`config.mk`:
```
export PLATFORM = sky130hd
export DESIGN_NAME = ordered_list_table_engine
export DESIGN_NICKNAME = d
export VERILOG_FILES = /design/src/rtl/olte_pkg.sv /design/src/rtl/ordered_list_table_engine.sv /design/src/rtl/olte_cell.sv /design/src/rtl/olte_ctrl.sv
export SDC_FILE = /design/constraint.sdc
export NUM_CORES = 1
export LEC_CHECK = 0
export BUFFER_PORTS_ARGS = -buffer_cell sky130_fd_sc_hd__buf_2
export CAP_MARGIN = 20
export CORE_UTILIZATION = 35
export CTS_CLUSTER_DIAMETER = 60
export CTS_CLUSTER_SIZE = 25
export DETAILED_ROUTE_END_ITERATION = 8
export GPL_ROUTABILITY_DRIVEN = 0
export SLEW_MARGIN = 20
export SYNTH_ARGS = -nofsm -noshare
export SYNTH_HDL_FRONTEND = slang
export SYNTH_HIERARCHICAL = 1
export SYNTH_SLANG_ARGS = --single-unit
```
`constraint.sdc`:
```
create_clock -name clk_i -period 6.91 [get_ports clk_i]
set_input_delay 2.073 -clock clk_i [delete_from_list [all_inputs] [get_ports clk_i]]
set_output_delay 2.073 -clock clk_i [all_outputs]
set_load 0.1 [all_outputs]
```
`src/rtl/olte_pkg.sv`:
```
// shared types and constants of the ordered list table engine
// no dependencies; imported by the cell, the controller and the top level
`timescale 1ns / 1ps

package olte_pkg;

  localparam int unsigned ELEM_W = 32;
  localparam int unsigned POS_W  = 8;

  // operation requested by an input transaction
  typedef enum logic [2:0] {
    KIND_INSERT = 3'd0,
    KIND_DELETE = 3'd1,
    KIND_READ   = 3'd2,
    KIND_FIND   = 3'd3,
    KIND_CLEAR  = 3'd4
  } kind_e;

  typedef enum logic [1:0] {
    STATUS_OK       = 2'd0,
    STATUS_RANGE    = 2'd1,
    STATUS_FULL     = 2'd2,
    STATUS_NOTFOUND = 2'd3
  } status_e;

  // what every cell of the row does
  typedef enum logic [1:0] {
    CELL_HOLD   = 2'd0,
    CELL_INSERT = 2'd1,
    CELL_DELETE = 2'd2,
    CELL_ROTATE = 2'd3
  } cell_op_e;

  typedef enum logic [1:0] {
    ST_IDLE   = 2'd0,
    ST_ROTATE = 2'd1,
    ST_SHIFT  = 2'd2
  } ctrl_state_e;

  // broadcast from the controller to all cells
  typedef struct packed {
    cell_op_e            op;
    logic [POS_W-1:0]    idx;    // zero-based position of insert or delete
    logic [POS_W-1:0]    len;    // current list length, for rotation
    logic [ELEM_W-1:0]   value;  // element written by an insert
  } cell_ctrl_t;

endpackage

```
`src/rtl/ordered_list_table_engine.sv`:
```
// top level of the ordered list table engine: a row of DEPTH element cells
// and the sequencer; depends on olte_pkg, olte_cell and olte_ctrl
`timescale 1ns / 1ps

// usage
// - slave stream carries one operation per transaction: insert, delete,
//   read, find or clear; master stream returns exactly one result each
// - insert, clear, unused kinds and every rejected request are answered at
//   accept: the result sits in the output register the cycle after accept
// - read and find rotate the occupied cells once around the row, one place
//   a cycle, comparing or capturing at cell 0
// - delete rotates like read and then shifts the row down
// - the rotation through the cell row keeps the sequencer busy; the next
//   transaction is taken when the sequencer is idle and the output register
//   is empty or being drained in that same cycle
// - a stalled receiver holds the result in the output register; the block
//   takes no new operation until that result is gone
// - reset empties the list at once (length to zero); element cells are not
//   cleared, since no entry beyond the length is ever read
// - no clearing pass, no configuration registers

module ordered_list_table_engine #(
  parameter int unsigned DEPTH = 8
) (
  input  logic        clk_i,
  input  logic        rst_ni,
  input  logic        s_axis_tvalid_i,
  output logic        s_axis_tready_o,
  // kind[2:0], position[10:3], value[42:11], zero fill[47:43]
  input  logic [47:0] s_axis_tdata_i,
  output logic        m_axis_tvalid_o,
  input  logic        m_axis_tready_i,
  // status[1:0], element[33:2], found_position[41:34], count[49:42],
  // zero fill[55:50]
  output logic [55:0] m_axis_tdata_o
);
  import olte_pkg::*;

  cell_ctrl_t        cell_ctrl;
  logic [ELEM_W-1:0] elems [DEPTH];
  status_e           res_status;
  logic [ELEM_W-1:0] res_element;
  logic [POS_W-1:0]  res_fpos;
  logic [POS_W-1:0]  res_count;

  // row of cells; each cell sees its lower and upper neighbor and the head
  for (genvar i = 0; i < DEPTH; i++) begin : g_cell
    logic [ELEM_W-1:0] prev_elem;
    logic [ELEM_W-1:0] next_elem;
    if (i == 0) begin : g_first
      assign prev_elem = elems[0];
    end else begin : g_mid_lo
      assign prev_elem = elems[i-1];
    end
    if (i == DEPTH - 1) begin : g_last
      assign next_elem = elems[DEPTH-1];
    end else begin : g_mid_hi
      assign next_elem = elems[i+1];
    end
    olte_cell #(
      .IDX(i)
    ) u_cell (
      .clk_i  (clk_i),
      .ctrl_i (cell_ctrl),
      .prev_i (prev_elem),
      .next_i (next_elem),
      .head_i (elems[0]),
      .elem_o (elems[i])
    );
  end

  // sequencer with length register and output register
  olte_ctrl #(
    .DEPTH(DEPTH)
  ) u_ctrl (
    .clk_i         (clk_i),
    .rst_ni        (rst_ni),
    .in_valid_i    (s_axis_tvalid_i),
    .in_ready_o    (s_axis_tready_o),
    .kind_i        (s_axis_tdata_i[2:0]),
    .position_i    (s_axis_tdata_i[10:3]),
    .value_i       (s_axis_tdata_i[42:11]),
    .head_i        (elems[0]),
    .ctrl_o        (cell_ctrl),
    .out_valid_o   (m_axis_tvalid_o),
    .out_ready_i   (m_axis_tready_i),
    .out_status_o  (res_status),
    .out_element_o (res_element),
    .out_fpos_o    (res_fpos),
    .out_count_o   (res_count)
  );

  assign m_axis_tdata_o = {6'd0, res_count, res_fpos, res_element, res_status};

  // the list never grows past its capacity
  a_count_bound : assert property (@(posedge clk_i) disable iff (!rst_ni)
    m_axis_tvalid_o |-> (res_count <= POS_W'(DEPTH)))
    else $error("result count above DEPTH");

  // a full report only comes from a list at capacity
  a_full_count : assert property (@(posedge clk_i) disable iff (!rst_ni)
    (m_axis_tvalid_o && res_status == STATUS_FULL) |-> (res_count == POS_W'(DEPTH)))
    else $error("full status with list not at capacity");

  // failed requests carry no element and no position
  a_fail_zero : assert property (@(posedge clk_i) disable iff (!rst_ni)
    (m_axis_tvalid_o && res_status != STATUS_OK) |-> (res_element == '0 && res_fpos == '0))
    else $error("failed request with nonzero payload");

  // a new operation is never taken while the cells are still rotating
  a_no_accept_busy : assert property (@(posedge clk_i) disable iff (!rst_ni)
    (cell_ctrl.op == CELL_ROTATE) |-> !s_axis_tready_o)
    else $error("input accepted during rotation");

endmodule

```
`src/rtl/olte_cell.sv`:
```
// one list cell: holds a single element and takes a new one from a neighbor, the head or the insert value
// depends on olte_pkg
`timescale 1ns / 1ps

module olte_cell #(
  parameter int unsigned IDX = 0
) (
  input  logic                       clk_i,
  input  olte_pkg::cell_ctrl_t       ctrl_i,
  input  logic [olte_pkg::ELEM_W-1:0] prev_i,
  input  logic [olte_pkg::ELEM_W-1:0] next_i,
  input  logic [olte_pkg::ELEM_W-1:0] head_i,
  output logic [olte_pkg::ELEM_W-1:0] elem_o
);
  import olte_pkg::*;

  localparam logic [POS_W-1:0] IdxB  = POS_W'(IDX);
  localparam logic [POS_W:0]   IdxUp = (POS_W+1)'(IDX + 1);

  logic [ELEM_W-1:0] elem_q, elem_d;
  logic [POS_W:0]    len_ext;

  assign len_ext = {1'b0, ctrl_i.len};

  always_comb begin
    elem_d = elem_q;
    case (ctrl_i.op)
      CELL_INSERT: begin
        if (IdxB == ctrl_i.idx) begin
          elem_d = ctrl_i.value;
        end else if (IdxB > ctrl_i.idx) begin
          elem_d = prev_i;
        end
      end
      CELL_DELETE: begin
        if (IdxB >= ctrl_i.idx) begin
          elem_d = next_i;
        end
      end
      CELL_ROTATE: begin
        // rotate the occupied cells one place toward the head
        if (IdxUp < len_ext) begin
          elem_d = next_i;
        end else if (IdxUp == len_ext) begin
          elem_d = head_i;
        end
      end
      default: elem_d = elem_q;
    endcase
  end

  always_ff @(posedge clk_i) begin
    elem_q <= elem_d;
  end

  assign elem_o = elem_q;

endmodule

```
`src/rtl/olte_ctrl.sv`:
```
// sequencer of the list engine: decodes operations, runs rotations, holds
// the length and the output register; depends on olte_pkg
`timescale 1ns / 1ps

module olte_ctrl #(
  parameter int unsigned DEPTH = 8
) (
  input  logic                        clk_i,
  input  logic                        rst_ni,
  input  logic                        in_valid_i,
  output logic                        in_ready_o,
  input  logic [2:0]                  kind_i,
  input  logic [olte_pkg::POS_W-1:0]  position_i,
  input  logic [olte_pkg::ELEM_W-1:0] value_i,
  input  logic [olte_pkg::ELEM_W-1:0] head_i,
  output olte_pkg::cell_ctrl_t        ctrl_o,
  output logic                        out_valid_o,
  input  logic                        out_ready_i,
  output olte_pkg::status_e           out_status_o,
  output logic [olte_pkg::ELEM_W-1:0] out_element_o,
  output logic [olte_pkg::POS_W-1:0]  out_fpos_o,
  output logic [olte_pkg::POS_W-1:0]  out_count_o
);
  import olte_pkg::*;

  localparam int unsigned IW = $clog2(DEPTH);
  localparam int unsigned LW = $clog2(DEPTH + 1);

  ctrl_state_e       state_q, state_d;
  logic [LW-1:0]     len_q, len_d;
  logic [IW-1:0]     step_q, step_d;
  kind_e             kind_q, kind_d;
  logic [IW-1:0]     pidx_q, pidx_d;
  logic [ELEM_W-1:0] value_q, value_d;
  logic [ELEM_W-1:0] cap_q, cap_d;
  logic              found_q, found_d;
  logic [POS_W-1:0]  fpos_q, fpos_d;

  logic              out_valid_q, out_valid_d;
  status_e           out_status_q, out_status_d;
  logic [ELEM_W-1:0] out_element_q, out_element_d;
  logic [POS_W-1:0]  out_fpos_q, out_fpos_d;
  logic [POS_W-1:0]  out_count_q;

  logic              load;
  logic              accept;
  kind_e             kind_in;
  logic [POS_W:0]    pos_ext;
  logic [POS_W:0]    len_ext;
  logic [POS_W-1:0]  step_up;
  logic              last_step;

  assign kind_in    = kind_e'(kind_i);
  assign pos_ext    = {1'b0, position_i};
  assign len_ext    = (POS_W+1)'(len_q);
  assign in_ready_o = (state_q == ST_IDLE) && (!out_valid_q || out_ready_i);
  assign accept     = in_valid_i && in_ready_o;
  assign step_up    = POS_W'(step_q) + POS_W'(1);
  assign last_step  = (LW'(step_q) + LW'(1)) == len_q;

  always_comb begin
    state_d       = state_q;
    len_d         = len_q;
    step_d        = step_q;
    kind_d        = kind_q;
    pidx_d        = pidx_q;
    value_d       = value_q;
    cap_d         = cap_q;
    found_d       = found_q;
    fpos_d        = fpos_q;
    out_valid_d   = out_valid_q && !out_ready_i;
    out_status_d  = out_status_q;
    out_element_d = out_element_q;
    out_fpos_d    = out_fpos_q;
    load          = 1'b0;
    ctrl_o.op     = CELL_HOLD;
    ctrl_o.idx    = POS_W'(pidx_q);
    ctrl_o.len    = POS_W'(len_q);
    ctrl_o.value  = value_i;

    case (state_q)
      ST_IDLE: begin
        if (accept) begin
          kind_d        = kind_in;
          pidx_d        = IW'(position_i - POS_W'(1));
          value_d       = value_i;
          step_d        = '0;
          found_d       = 1'b0;
          fpos_d        = '0;
          out_status_d  = STATUS_OK;
          out_element_d = '0;
          out_fpos_d    = '0;
          case (kind_in)
            KIND_INSERT: begin
              load = 1'b1;
              if (position_i == '0 || pos_ext > len_ext + (POS_W+1)'(1)) begin
                out_status_d = STATUS_RANGE;
              end else if (len_q == LW'(DEPTH)) begin
                out_status_d = STATUS_FULL;
              end else begin
                ctrl_o.op  = CELL_INSERT;
                ctrl_o.idx = position_i - POS_W'(1);
                len_d      = len_q + LW'(1);
              end
            end
            KIND_DELETE, KIND_READ: begin
              if (position_i == '0 || pos_ext > len_ext) begin
                load         = 1'b1;
                out_status_d = STATUS_RANGE;
              end else begin
                state_d = ST_ROTATE;
              end
            end
            KIND_FIND: begin
              if (len_q == '0) begin
                load         = 1'b1;
                out_status_d = STATUS_NOTFOUND;
              end else begin
                state_d = ST_ROTATE;
              end
            end
            KIND_CLEAR: begin
              load  = 1'b1;
              len_d = '0;
            end
            default: load = 1'b1;
          endcase
        end
      end
      ST_ROTATE: begin
        // cell 0 holds the element at list index step_q in this cycle
        ctrl_o.op = CELL_ROTATE;
        step_d    = step_q + IW'(1);
        if (kind_q == KIND_FIND) begin
          if (!found_q && head_i == value_q) begin
            found_d = 1'b1;
            fpos_d  = step_up;
          end
        end else if (step_q == pidx_q) begin
          cap_d = head_i;
        end
        if (last_step) begin
          if (kind_q == KIND_DELETE) begin
            state_d = ST_SHIFT;
          end else begin
            state_d       = ST_IDLE;
            load          = 1'b1;
            out_status_d  = STATUS_OK;
            out_element_d = '0;
            out_fpos_d    = '0;
            if (kind_q == KIND_FIND) begin
              if (found_d) begin
                out_fpos_d = fpos_d;
              end else begin
                out_status_d = STATUS_NOTFOUND;
              end
            end else begin
              out_element_d = cap_d;
            end
          end
        end
      end
      ST_SHIFT: begin
        ctrl_o.op     = CELL_DELETE;
        len_d         = len_q - LW'(1);
        state_d       = ST_IDLE;
        load          = 1'b1;
        out_status_d  = STATUS_OK;
        out_element_d = cap_q;
        out_fpos_d    = '0;
      end
      default: state_d = ST_IDLE;
    endcase

    if (load) begin
      out_valid_d = 1'b1;
    end
  end

  always_ff @(posedge clk_i or negedge rst_ni) begin
    if (!rst_ni) begin
      state_q     <= ST_IDLE;
      len_q       <= '0;
      out_valid_q <= 1'b0;
      found_q     <= 1'b0;
      step_q      <= '0;
      kind_q      <= KIND_CLEAR;
    end else begin
      state_q     <= state_d;
      len_q       <= len_d;
      out_valid_q <= out_valid_d;
      found_q     <= found_d;
      step_q      <= step_d;
      kind_q      <= kind_d;
    end
  end

  always_ff @(posedge clk_i) begin
    pidx_q        <= pidx_d;
    value_q       <= value_d;
    cap_q         <= cap_d;
    fpos_q        <= fpos_d;
    out_status_q  <= out_status_d;
    out_element_q <= out_element_d;
    out_fpos_q    <= out_fpos_d;
    if (load) begin
      out_count_q <= POS_W'(len_d);
    end
  end

  assign out_valid_o   = out_valid_q;
  assign out_status_o  = out_status_q;
  assign out_element_o = out_element_q;
  assign out_fpos_o    = out_fpos_q;
  assign out_count_o   = out_count_q;

endmodule

```
==> metrics.log <==
INFO  metric global_route_wire_length_before_repair = 106,000 µm
INFO  metric setup.worst_path.start_class = input port
INFO  metric drive_gt1_share = 15.5%
INFO  metric post_cts.resized_instances = 0
INFO  metric worst_setup_hold_path_clk_slew = 80 ps
INFO  metric setup.reg_to_reg.worst_slack = 1230 ps
INFO  metric max_slew.worst_pin.slew = 1170 ps
INFO  metric total_wire_length_after_detailed_routing = 71,500 µm
INFO  metric combined_area_of_all_synthesized_cells = 24,700 µm²
INFO  metric die_width = 267 µm
INFO  metric hold_path_end = u_ctrl/kind_q[2]
INFO  metric i_o_pins = 110
INFO  metric final_max_slew_viol_count = 0
INFO  metric grt_max_degree = 186
INFO  metric fmaxAchievable = 169 MHz
INFO  metric clkSinkCount = 391
INFO  metric post-synth-top-count-cell = mux2i_1
INFO  metric synthesis.instances = 1,943
INFO  metric drtPass1Iterations = 8
INFO  metric grt_pass1_vias = 16,700
INFO  metric final_min_period_over_clock_period = 85.5%
INFO  metric timing.max_slew.rel_slack = 22.2%
INFO  metric netlist.area_leader.share = 45.9%
INFO  metric design.final.nets = 2,007
INFO  metric holdPathStages = 2
INFO  metric syn-mean-instance-area = 12.7 µm²
INFO  metric postCtsSetupRepairBufs = 0
INFO  metric synth.yosys.warnings = 6
INFO  metric number_of_design_rule_violations_left_by_the_first_detailed_router_iteration = 1,405
INFO  metric grt.total_usage = 19.3%
INFO  metric layoutNonFillerInstCount = 2,895
INFO  metric path_cells = buf_2 -> ha_1 -> a21o_1 -> a2111oi_4 -> o31ai_2 -> or4_4 -> mux2_4 -> or4_4 -> or4_4 -> mux2i_1 -> mux2i_1
INFO  metric die_h = 267 µm
INFO  metric totalNegativeSetupSlack = 0 ps
INFO  metric clock_tree.root_cell = clkbuf_16
INFO  metric synth.ff_latch_count = 391
INFO  metric vias = 16,900
INFO  metric syn2layout_area_growth = 8.76%
INFO  metric placeableCoreArea = 69,200 µm²
INFO  metric post-place-cells = 2,836
INFO  metric final_critical_period = 5910 ps
INFO  metric power.density_cell_area = 433 nW/µm²
INFO  metric synth_async_sr_flop_share = 3.58%
INFO  metric timing.max_cap.violations = 0
INFO  metric yosysSeqAreaShare = 47.3%
INFO  metric power.leakage = 11.4 nW
INFO  metric synth-main-ff-cell = edfxtp_1
INFO  metric required = 7230 ps
INFO  metric routed_via_density = 5.83
INFO  metric number_of_buffers_inserted_for_hold_repair_after_clock_tree_synthesis = 0
INFO  metric ys_types = 87
INFO  metric finalSetupViolations = 0
INFO  metric critical-path-max-stage-delay = 850 ps
INFO  metric total_congestion_overflow = 0
INFO  metric routed_wire_length_per_instance = 24.7 µm
INFO  metric cts_buffer_depth = 3
INFO  metric grt_antenna_before_repair = 7
INFO  metric hold_path_startpoint = u_ctrl/kind_q[2]
INFO  metric path_max_fanout = 32
INFO  metric postRouteAntennaNets = 0
INFO  metric post_synth_main_area_contributors = edfxtp_1 (46%), mux2i_1 (25%), buf_4 (1.5%)
INFO  metric floorplan.die_area = 71,500 µm²
INFO  metric num_rows = 96
INFO  metric peakVddDrop = 0.776 mV
INFO  metric remaining_drc_errors = 0
INFO  metric timing.final.hold_violations = 0
INFO  metric port-buffer-count = 94
INFO  metric clock_latency = 620 ps
INFO  metric start_util = 35.6%
INFO  metric min-delay-path-class = reg2reg
INFO  metric crit_top_cell = or4_4
INFO  metric yosys.area.top_type = edfxtp_1
INFO  metric startpoint = s_axis_tdata_i[6]
INFO  metric layout.core_utilization = 38.8%
INFO  metric unrepaired_setup_endpoints_after_global_routing = false
INFO  metric data_arrival_time_of_the_critical_path = 6230 ps
INFO  metric critical_path.reg2reg.endpoint = g_cell[1].u_cell/elem_o[2]
INFO  metric h-tree-depth = 1
INFO  metric worstSetupPathType = in2reg
INFO  metric critPathSlowestCell = or4_4
INFO  metric cts_made_buffers = 31
INFO  metric rr_startpoint = u_ctrl/len_q[2]
INFO  metric synth_enable_flop_cells = 377
INFO  metric synth.cells.most_frequent = mux2i_1 (614), edfxtp_1 (377), clkbuf_1 (79), nand2_1 (76), nor3_1 (70)
INFO  metric outcome = complete, no violations
INFO  metric endpoint_kind = register
INFO  metric detailedPlacementHpwl = 42,000 µm
INFO  metric timing.reg2reg.worst_path_depth = 12
INFO  metric worst_clock_skew = 25.9 ps
INFO  metric cts_tree = built
[worst max path at each step]
stage | to | slack [ps] | cells past startpoint
2_1_floorplan | g_cell[1].u_cell/elem_o[0] | 100 | 11
3_3_place_gp | g_cell[1].u_cell/elem_o[8] | 470 | 11
3_5_place_dp | g_cell[1].u_cell/elem_o[2] | 410 | 11
4_1_cts | g_cell[1].u_cell/elem_o[26] | 1060 | 11
5_1_grt | g_cell[1].u_cell/elem_o[21] | 910 | 11
6_report | g_cell[1].u_cell/elem_o[2] | 1000 | 11
[per-layer routing]
| layer | global-route usage (%) | up-vias | wire length (µm) |
|---|---|---|---|
| met1 | 24.5 | 8666 | 30000 |
| met2 | 33.9 | 589 | 35200 |
| li1 | - | 7493 | - |
| met5 | 0 | - | 79 |
| met3 | 2.81 | 117 | 4370 |
| met4 | 5.62 | 10 | 1800 |
[flip-flops by register name, summed over array words and instances (netlist names), 4 cells and up]
name / flops
g_cell.u_cell/elem_o: 256
u_ctrl/cap_q: 32
u_ctrl/out_element_o: 32
u_ctrl/value_q: 32
u_ctrl/fpos_q: 8
u_ctrl/out_fpos_o: 8
u_ctrl/len_q: 4
u_ctrl/out_count_o: 4
[area by class of cell]
cell class | instances | area [µm²]
Fill cell | 6606 | 42400
Multi-Input combinational cell | 1349 | 11800
Sequential cell | 391 | 11700
Tap cell | 931 | 1160
Timing Repair Buffer | 146 | 1040
Clock buffer | 33 | 783
Clock inverter | 25 | 292
Inverter | 19 | 71.3
Antenna cell | 1 | 2.50
[layout by cell type, fill, tap and decap left out, types with 8 or more instances in the layout]
master	n
dfrtp_1	13
o31ai_1	34
nor2b_1	36
buf_12	14
inv_1	13
a22oi_1	32
buf_2	94
conb_1	15
nand2_1	75
inv_8	8
nor3_1	70
xnor2_1	40
a21oi_1	18
a21boi_0	31
edfxtp_1	377
nor2_1	30
buf_4	38
and3_1	42
mux2_2	18
clkbuf_16	31
nand3_1	16
mux2_1	14
ha_1	15
o31a_1	32
a211oi_2	28
o32a_1	32
nand4_1	14
mux2i_1	613
[worst max-delay path: cells and delay by family]
kind | cells | cell delay, ps
adder cells (fa/ha/maj) | 1 | 320
AO/OA/AOI/OAI | 3 | 800
multiplexers | 3 | 790
AND/OR/NAND/NOR | 3 | 2050
buffers and inverters | 1 | 140
[metrics by stage]
step / setup slack, ps / area (µm²) / hold WS (ps) / power, mW
2_1_floorplan: 102 / 24700 / 470 / 8.33
3_3_place_gp: 466 / 25700 / 481 / 9.51
3_5_place_dp: 412 / 25700 / 488 / 9.67
4_1_cts: 1060 / 26800 / 500 / 11.6
5_1_grt: 905 / 26800 / 539 / 12.1
6_report: 1000 / 26800 / 498 / 11.6
[power by group]
| group | switching (mW) | internal [mW] | total (mW) |
|---|---|---|---|
| Clock | 1.03 | 0.902 | 1.93 |
| Sequential | 0.444 | 3.79 | 4.23 |
| Combinational | 3.65 | 1.78 | 5.44 |
| Total | 5.13 | 6.47 | 11.6 |
[cells by family after synthesis]
group	after synthesis	synth area share, %
compound gates	267	9.16
xor+xnor	46	1.69
fa+ha+maj	17	0.863
buf+inv	216	5.69
flops	391	47.3
mux	647	26.5
other cells	2	0.0305
simple gates	357	8.77
Power figures use the tool's default switching activity.
